### config.mk
export PLATFORM = sky130hd
export DESIGN_NAME = escaped_frame_deframer
export DESIGN_NICKNAME = d
export VERILOG_FILES = /design/src/rtl/core/efd_pkg.sv /design/src/rtl/core/efd_cfg_regs.sv /design/src/rtl/core/efd_frame_decoder.sv /design/src/rtl/core/escaped_frame_deframer.sv
export SDC_FILE = /design/constraint.sdc
export NUM_CORES = 1
export LEC_CHECK = 0
export ABC_AREA = 0
export CAP_MARGIN = 20
export CORE_MARGIN = 8
export CORE_UTILIZATION = 35
export DETAILED_ROUTE_END_ITERATION = 7
export DONT_BUFFER_PORTS = 1
export PLACE_DENSITY = 0.53
export SYNTH_ARGS = -nofsm -noshare
export SYNTH_HDL_FRONTEND = slang
export SYNTH_SLANG_ARGS = --single-unit
### constraint.sdc
create_clock -name clk -period 4.4 [get_ports clk]
set_input_delay 0.44 -clock clk [delete_from_list [all_inputs] [get_ports clk]]
set_output_delay 0.44 -clock clk [all_outputs]
set_load 0.02 [all_outputs]
### src/rtl/core/efd_pkg.sv
// Shared types and constants for the escaped frame deframer.
package efd_pkg;

  // Receive buffer size; a frame is dropped once its raw count reaches half of it
  localparam int BUFFER_BYTES = 1024;
  localparam int HALF_BYTES   = BUFFER_BYTES / 2;
  localparam int CNT_W        = $clog2(HALF_BYTES + 1);

  // Configuration register indexes
  localparam int CFG_IDX_W = 1;
  localparam logic [CFG_IDX_W-1:0] REG_ESCAPE = 1'd0;
  localparam logic [CFG_IDX_W-1:0] REG_END    = 1'd1;

  localparam logic [7:0] ESCAPE_RESET = 8'd125;
  localparam logic [7:0] END_RESET    = 8'd126;

  // Result kinds
  typedef enum logic [2:0] {
    KIND_TYPE     = 3'd0,
    KIND_PAYLOAD  = 3'd1,
    KIND_OK       = 3'd2,
    KIND_BAD      = 3'd3,
    KIND_OVERFLOW = 3'd4
  } kind_t;

  // Active framing bytes
  typedef struct packed {
    logic [7:0] escape_byte;
    logic [7:0] end_byte;
  } cfg_t;

  // Decoded result for one byte
  typedef struct packed {
    logic       have;
    kind_t      kind;
    logic [7:0] value;
    logic       last;
  } res_t;

endpackage

### src/rtl/core/efd_cfg_regs.sv
// Configuration registers holding the escape and end byte values.
module efd_cfg_regs (
  input  logic                          clk,
  input  logic                          rst,
  input  logic                          cfg_write,
  input  logic [efd_pkg::CFG_IDX_W-1:0] cfg_index,
  input  logic [7:0]                    cfg_data,
  output efd_pkg::cfg_t                 cfg
);

  // Write decode; reset restores the default framing bytes
  always_ff @(posedge clk) begin
    if (rst) begin
      cfg.escape_byte <= efd_pkg::ESCAPE_RESET;
      cfg.end_byte    <= efd_pkg::END_RESET;
    end else if (cfg_write) begin
      case (cfg_index)
        efd_pkg::REG_ESCAPE: cfg.escape_byte <= cfg_data;
        efd_pkg::REG_END:    cfg.end_byte    <= cfg_data;
        default: ;
      endcase
    end
  end

endmodule

### src/rtl/core/efd_frame_decoder.sv
// Frame state and per-byte unstuffing decision.
module efd_frame_decoder (
  input  logic          clk,
  input  logic          rst,
  input  efd_pkg::cfg_t cfg,
  input  logic          step,
  input  logic [7:0]    data,
  output efd_pkg::res_t res
);

  logic                      escape_pending;
  logic                      escape_pending_next;
  logic [efd_pkg::CNT_W-1:0] raw_count;
  logic [efd_pkg::CNT_W-1:0] raw_count_next;
  logic                      bad_escape_seen;
  logic                      bad_escape_seen_next;
  logic [efd_pkg::CNT_W-1:0] count_inc;
  logic                      have;
  logic                      close;
  efd_pkg::kind_t            kind;

  assign count_inc = raw_count + efd_pkg::CNT_W'(1);

  // Classify the byte against the frame state
  always_comb begin
    have                 = 1'b0;
    close                = 1'b0;
    kind                 = efd_pkg::KIND_TYPE;
    escape_pending_next  = escape_pending;
    bad_escape_seen_next = bad_escape_seen;
    if (raw_count == '0) begin
      have = 1'b1;
    end else if (escape_pending) begin
      escape_pending_next = 1'b0;
      if (data == cfg.escape_byte || data == cfg.end_byte) begin
        have = 1'b1;
        kind = efd_pkg::KIND_PAYLOAD;
      end else begin
        bad_escape_seen_next = 1'b1;
      end
    end else if (data == cfg.end_byte) begin
      close = 1'b1;
    end else if (data == cfg.escape_byte) begin
      escape_pending_next = 1'b1;
    end else begin
      have = 1'b1;
      kind = efd_pkg::KIND_PAYLOAD;
    end

    raw_count_next = count_inc;
    res.have       = have;
    res.kind       = kind;
    res.value      = data;
    res.last       = 1'b0;

    // Frame end wins over overflow; both return the frame to idle
    if (close) begin
      res.have  = 1'b1;
      res.kind  = bad_escape_seen ? efd_pkg::KIND_BAD : efd_pkg::KIND_OK;
      res.value = '0;
      res.last  = 1'b1;
    end else if (count_inc == efd_pkg::CNT_W'(efd_pkg::HALF_BYTES)) begin
      res.have  = 1'b1;
      res.kind  = efd_pkg::KIND_OVERFLOW;
      res.value = '0;
      res.last  = 1'b1;
    end
    if (res.last) begin
      escape_pending_next  = 1'b0;
      bad_escape_seen_next = 1'b0;
      raw_count_next       = '0;
    end
  end

  // Frame state, updated once per processed byte
  always_ff @(posedge clk) begin
    if (rst) begin
      escape_pending  <= 1'b0;
      raw_count       <= '0;
      bad_escape_seen <= 1'b0;
    end else if (step) begin
      escape_pending  <= escape_pending_next;
      raw_count       <= raw_count_next;
      bad_escape_seen <= bad_escape_seen_next;
    end
  end

  // Count stays below the drop threshold
  a_count_bound: assert property (@(posedge clk) disable iff (rst)
    raw_count < efd_pkg::CNT_W'(efd_pkg::HALF_BYTES))
    else $error("raw count reached drop threshold");

  // A closing or dropping byte leaves the frame idle
  a_close_clears: assert property (@(posedge clk) disable iff (rst)
    step && res.last |=> raw_count == '0 && !escape_pending && !bad_escape_seen)
    else $error("frame state not cleared after close");

  // No escape is pending while no frame is open
  a_idle_no_escape: assert property (@(posedge clk) disable iff (rst)
    raw_count == '0 |-> !escape_pending && !bad_escape_seen)
    else $error("escape state set outside a frame");

endmodule

### src/rtl/core/escaped_frame_deframer.sv
// Top level of the escaped frame deframer: input register, decoder, result register.
//
// Strips escape stuffing from a received byte stream. The first byte of each frame is
// passed on as the type, later bytes as payload with escapes removed; an unescaped end
// byte closes the frame (ok or bad escape), and a frame reaching half of BUFFER_BYTES raw
// bytes is dropped with an overflow result. One byte is taken every cycle while
// byte_stall is low; the decoder works on the input register and its outcome is loaded
// into the result register once that register is free, together with the frame state
// update. Bytes that produce no result (an escape, or an invalid escape pair) still pass
// through the input register and update the frame state. The user must write escape and
// end byte values only while no bytes are in flight; the block itself does not enforce this.
module escaped_frame_deframer (
  input  logic                          clk,
  input  logic                          rst,
  input  logic                          cfg_write,
  input  logic [efd_pkg::CFG_IDX_W-1:0] cfg_index,
  input  logic [7:0]                    cfg_data,
  input  logic                          byte_valid,
  output logic                          byte_stall,
  input  logic [7:0]                    data_byte,
  output logic                          result_valid,
  input  logic                          result_stall,
  output logic [2:0]                    kind,
  output logic [7:0]                    value,
  output logic                          last
);

  efd_pkg::cfg_t cfg;
  efd_pkg::res_t res;
  logic          hold_valid;
  logic [7:0]    hold_byte;
  logic          step;

  efd_cfg_regs u_cfg (
    .clk       (clk),
    .rst       (rst),
    .cfg_write (cfg_write),
    .cfg_index (cfg_index),
    .cfg_data  (cfg_data),
    .cfg       (cfg)
  );

  efd_frame_decoder u_dec (
    .clk  (clk),
    .rst  (rst),
    .cfg  (cfg),
    .step (step),
    .data (hold_byte),
    .res  (res)
  );

  // Held byte is processed once the result register is free
  assign step       = hold_valid && (!result_valid || !result_stall);
  assign byte_stall = hold_valid && !step;

  // Input register
  always_ff @(posedge clk) begin
    if (rst) begin
      hold_valid <= 1'b0;
    end else if (!byte_stall) begin
      hold_valid <= byte_valid;
    end
  end

  always_ff @(posedge clk) begin
    if (byte_valid && !byte_stall) begin
      hold_byte <= data_byte;
    end
  end

  // Result register
  always_ff @(posedge clk) begin
    if (rst) begin
      result_valid <= 1'b0;
    end else if (step) begin
      result_valid <= res.have;
    end else if (!result_stall) begin
      result_valid <= 1'b0;
    end
  end

  always_ff @(posedge clk) begin
    if (step) begin
      kind  <= res.kind;
      value <= res.value;
      last  <= res.last;
    end
  end

  // last marks exactly the frame end and drop kinds
  a_last_kind: assert property (@(posedge clk) disable iff (rst)
    result_valid |-> (last == (kind == efd_pkg::KIND_OK || kind == efd_pkg::KIND_BAD ||
                               kind == efd_pkg::KIND_OVERFLOW)))
    else $error("last does not match result kind");

  // Frame end and drop carry no byte
  a_last_value: assert property (@(posedge clk) disable iff (rst)
    result_valid && last |-> value == 8'd0)
    else $error("closing result carries a byte");

  // A full input register behind a stalled result blocks new bytes
  a_backpressure: assert property (@(posedge clk) disable iff (rst)
    hold_valid && result_valid && result_stall |-> byte_stall && !step)
    else $error("byte taken while pipeline is blocked");

endmodule
==> results.toml, run 1 <==
[logic_synthesis]
netlist_instances = 231
synth_commonest_cells = "nand2_1, dfxtp_1, edfxtp_1"
yosysWarnings = 0
synth.most_common_cell = "nand2_1"
yosys_register_bits = 50
synth_edf_count = 20
synth_fp_nets = 255
yosysSeqAreaShare_pct = 52.69
synth_top_area_cell = "dfxtp_1"
netlist_area_mm2 = 0.002280
yosys-top-cells-area = "dfxtp_1, edfxtp_1, nand2_1"
synth_flop_cell = "dfxtp_1"
synthDistinctLibCells = 41
async_flop_share_pct = 0
synth_top_area_share_pct = 26.34
synth.avg_cell_area_um2 = 9.869

[setup_path]
cp.required_ns = 4.64
worst-r2r-setup-slack_ns = 1.51
crit_path_start_kind = "register"
critPathKind = "register to register"
crit_fanout = 20
end_kind = "register"
cp.arrival_ns = 3.13

[detailed_routing]
viasPerCell = 5.309
drc = 0
drt_iter0_markers = 56
finalWirelength_mm = 5.098
ant_nets = 0
dr.pass1.iters = 4
vias = 1614
post_drt_wl_per_cell_um = 16.77

[clocking]
cts_tree = "built"
hold_buffers = 0
ctsResizeCount = 0
cts_sinks = 50
cts-root-buf = "clkbuf_8"
cts_inserted_buffers = 5
cts_max_path_buffers = 2
insertion_delay_ns = 0.30
post_cts_buffers = 0
cts_htree_levels = 2
path_clk_slew_ns = 0.10

[final_layout]
num-nets-final = 250
drive_above_1_share_pct = 5.286
fin_util_pct = 38.62
area_growth_pct = 6.970
nFillCells = 654
n_antenna_cell = 0
stdcell_area_mm2 = 0.002439

[power_and_ir_drop]
netSwitchingFraction_pct = 23.17
ir_drop_v = 0.0001916
clkPwrFrac_pct = 36.0
power_mw = 0.9089
power.share.combinational_pct = 6.0
p_per_area_mw_per_mm2 = 372.7
leakage_nw = 0.8092
switchingPower_mw = 0.2106
p_int_mw = 0.6984
seq_power_share_pct = 58.0

[placed_design]
place.gp.congestion = 0.8279
hpwlAfterDp_mm = 3.698
numPortBuffers = 0
placed_area_mm2 = 0.002325

[status]
status = "finished, final reports clean"

[floorplanning]
initial_utilization_pct = 36.11
fp.dieH_um = 96.71
die_w_um = 96.71
fp.dieArea_mm2 = 0.009352
num_rows = 29
io_pins = 36
core_region_area_mm2 = 0.006314

[global_routing]
grt.overflow.total = 0
grt_max_degree = 31
grt_pass1_wl_mm = 8.721
grt_usage_pct = 11.12
antenna_found_initial = 0
first_global_vias = 1632

[timing]
worst_hold_slack_ns = 0.1987
final_max_slew_viol_count = 0
period_share_pct = 65.71
final_hold_viol_count = 0
finClkSkew_ns = 0.008575
relSlewSlack_pct = 41.56
fmax_mhz = 345.9
rsz0062_at_grt = "false"
fin_tns_setup_ns = 0
worst_pin_slew_ns = 0.8749
finalSetupViolCount = 0
finalCriticalPeriod_ns = 2.891

[min_path]
hp-class = "input pin to register"

[flow_run]
max-cap-violations = 0
[worst max-delay path, cell delays in order (launching register included)]
cell and delay (ns):
dfxtp_1 0.41, ha_1 0.27, nand3_2 0.17, o311a_1 0.40
o221ai_2 0.18, and2b_1 0.54, inv_2 0.18, or4_1 0.50
a31oi_1 0.17
[layout make-up]
class / instances / area, µm² / area share, %
Sequential cell: 50 / 1201 / 49.26
Clock inverter: 3 / 45.04 / 1.847
Inverter: 5 / 18.77 / 0.7696
Tap cell: 77 / 96.34 / 3.951
Multi-Input combinational cell: 164 / 1008 / 41.35
Clock buffer: 5 / 68.82 / 2.822
[final timing paths]
| kind | startpoint | depth (start not counted) | to |
|---|---|---|---|
| setup / recovery | u_dec.raw_count[1] | 8 | u_dec.raw_count[5] |
| hold / removal | rst | 1 | u_dec.raw_count[6] |
| setup reg to reg | u_dec.raw_count[1] | 8 | u_dec.raw_count[5] |
| hold reg to reg | u_cfg.cfg[0] | 2 | u_cfg.cfg[0] |
[per-layer routing]
layer,vias to the layer above,wire length (µm),global-route usage [%]
met1,740,2438,14.68
met3,7,283,3.485
met5,-,0,0
met4,0,55,3.195
met2,42,2321,16.88
li1,825,-,-
[placed cells by master, fill, tap and decap left out, drive strengths merged, types with 4 or more instances in the layout]
master | Yosys | routed
and2 | 10 | 10
dfxtp | 30 | 30
a211o | 6 | 6
inv | 4 | 4
xor2 | 9 | 9
xnor2 | 8 | 8
and3 | 8 | 8
nand4 | 5 | 5
o21ai | 4 | 4
clkbuf | 9 | 5
nand3 | 9 | 9
a31oi | 7 | 7
edfxtp | 20 | 20
a21oi | 11 | 11
nor4 | 10 | 10
nand3b | 6 | 6
nor2 | 14 | 14
nand2 | 36 | 36
[flip-flops by register name, summed over array words and instances (netlist names)]
name                   flops
u_cfg.cfg                 16
u_dec.raw_count           10
hold_byte                  8
value                      8
kind                       3
hold_valid                 1
last                       1
result_valid               1
u_dec.bad_escape_seen      1
u_dec.escape_pending       1
[stage by stage]
stage | setup WS (ns) | cells
2_1_floorplan | 2.270 | 231
3_3_place_gp | 1.686 | 296
3_5_place_dp | 1.533 | 296
4_1_cts | 1.520 | 304
5_1_grt | 1.275 | 304
6_report | 1.509 | 304
[power groups by stage]
stage	sequential, mW	combinational, mW	clock, mW
2_1_floorplan	0.532	0.0525	0
3_3_place_gp	0.539	0.0553	0
3_5_place_dp	0.539	0.0555	0
4_1_cts	0.528	0.0557	0.336
5_1_grt	0.530	0.0627	0.358
6_report	0.527	0.0546	0.327
[logic make-up after synthesis]
logic type / Yosys count / synth area share (%)
AO/OA/AOI/OAI: 35 / 10.54
buffers and inverters: 17 / 3.073
adder cells (fa/ha/maj): 2 / 1.098
AND/OR/NAND/NOR: 110 / 26.07
XOR/XNOR: 17 / 6.532
flip-flops: 50 / 52.69
Note: power is estimated with default switching activity, not from simulation.
==> inputs of run 2 (changes only) <==
Settings changed: PLACE_DENSITY 0.53 to 0.55.
Clock period 4.4 ns to 2.4 ns, I/O delays scaled along.
==> results.toml, run 2 (same netlist as run 1, synthesis figures left out) <==
[timing]
fmax_mhz = 449.4
finClkSkew_ns = 0.008092
worst_pin_slew_ns = 0.7726
rsz0062_at_grt = "false"
final_hold_viol_count = 0
finalCriticalPeriod_ns = 2.225
relSlewSlack_pct = 48.38
finalSetupViolCount = 0
final_max_slew_viol_count = 0
setup_slack_ns = 0.1749
fin_tns_setup_ns = 0
period_share_pct = 92.71

[placed_design]
place_ws_ns = 0.06410
hpwlAfterDp_mm = 3.777
place.gp.congestion = 0.8352
numPortBuffers = 0

[setup_path]
critPathKind = "register to register"
critPathBufInv = 1
cp_cell_sequence = "ha_4 -> nand3_2 -> o311a_1 -> o221ai_2 -> and2b_1 -> inv_2 -> or4_1 -> a31oi_1"
end_kind = "register"
cpLargestDelayFamily = "simple AND/OR/NAND/NOR gates"
slowest_stage = "or4_1"
cpPeakStageDelay_ns = 0.48
cp.arrival_ns = 2.45
crit_path_start_kind = "register"
crit_fanout = 8
cp.required_ns = 2.62

[global_routing]
grt.overflow.total = 0
antenna_found_initial = 0
grt_max_degree = 20
first_global_vias = 1700
grt_usage_pct = 11.25
grt_pass1_wl_mm = 8.763

[floorplanning]
fp.dieH_um = 96.71
initial_utilization_pct = 36.11
num_rows = 29
die_w_um = 96.71
core_region_area_mm2 = 0.006314
io_pins = 36
fp.dieArea_mm2 = 0.009352

[clocking]
path_clk_slew_ns = 0.09
cts-root-buf = "clkbuf_8"
cts_tree = "built"
cts_inserted_buffers = 5
cts_htree_levels = 2
insertion_delay_ns = 0.30
cts_max_path_buffers = 2
cts_sinks = 50
post_cts_buffers = 0

[final_layout]
layout_commonest_cell = "nand2_1"
fin_util_pct = 39.66
reg.largest.list = "u_cfg.cfg x16, u_dec.raw_count x10"
final_cell_mix = "nand2_1, dfxtp_1, edfxtp_1"
nFillCells = 640
top_register = "u_cfg.cfg"
largest_reg_flops = 16
drive_above_1_share_pct = 9.013
n_antenna_cell = 0
area_growth_pct = 9.824
num-nets-final = 256

[status]
status = "finished, final reports clean"

[detailed_routing]
drt_iter0_markers = 100
viasPerCell = 5.371
dr.pass1.iters = 4
drc = 0
ant_nets = 0
post_drt_wl_per_cell_um = 16.60
vias = 1665
finalWirelength_mm = 5.147

[power_and_ir_drop]
p_per_area_mw_per_mm2 = 668.1
power_mw = 1.673
leakage_nw = 0.8413
ir_drop_v = 0.0003767

[flow_run]
max-cap-violations = 0

[min_path]
hp-class = "input pin to register"
-- run 2: per-stage QoR --
| stage | std cells | hold WS [ns] | instance area, µm² |
|---|---|---|---|
| 6_report | 310 | 0.02725 | 2504 |
| 5_1_grt | 310 | 0.008759 | 2504 |
| 4_1_cts | 310 | 0.01920 | 2485 |
| 3_5_place_dp | 301 | 0.3168 | 2362 |
| 3_3_place_gp | 301 | 0.3143 | 2362 |
| 2_1_floorplan | 231 | 0.3389 | 2280 |
-- run 2: report_power, final --
part           total, mW  internal [mW]  switching (mW)
logic              0.112         0.0510          0.0612
registers          0.967          0.924          0.0432
clock network      0.593          0.312           0.282
-- run 2: timing repair --
| action | in CTS | in global routing |
|---|---|---|
| hold buffers | 1 | 0 |
| gates resized for setup | 0 | 6 |
| endpoints found under the hold margin | 17 | 0 |
| endpoints found under the setup margin | 0 | 3 |
-- run 2: worst register-to-register path, stage by stage, from the launching register on --
cell and delay (ns):
dfxtp_2 0.39, ha_4 0.16, nand3_2 0.12, o311a_1 0.39
o221ai_2 0.17, and2b_1 0.17, inv_2 0.08, or4_1 0.48
a31oi_1 0.18
-- run 2: cell type report --
class	instances	area, µm²	area share (%)
sequential	50	1206	48.18
clock inverter	3	43.79	1.749
inverter	5	18.77	0.7496
tap	77	96.34	3.848
multi-input combinational	164	1022	40.83
clock buffer	5	68.82	2.749
timing repair buffer	6	47.55	1.899
-- run 2: worst paths after layout --
kind / from / to / slack [ns] / cells past startpoint
min reg2reg: u_cfg.cfg[9] / u_cfg.cfg[9] / 0.47 / 2
max reg2reg: u_dec.raw_count[1] / u_dec.raw_count[3] / 0.17 / 8
max: u_dec.raw_count[1] / u_dec.raw_count[3] / 0.17 / 8
min: data_byte[5] / hold_byte[5] / 0.03 / 0
-- run 2: per-layer routing --
layer	up-vias	share of wire (%)	global-route usage, %	routed length, µm
li1	831	-	-	-
met1	787	47	13.73	2433
met2	40	45	17.97	2296
met3	7	6.9	3.983	357
met4	0	1.1	3.550	59
met5	-	0	0	0
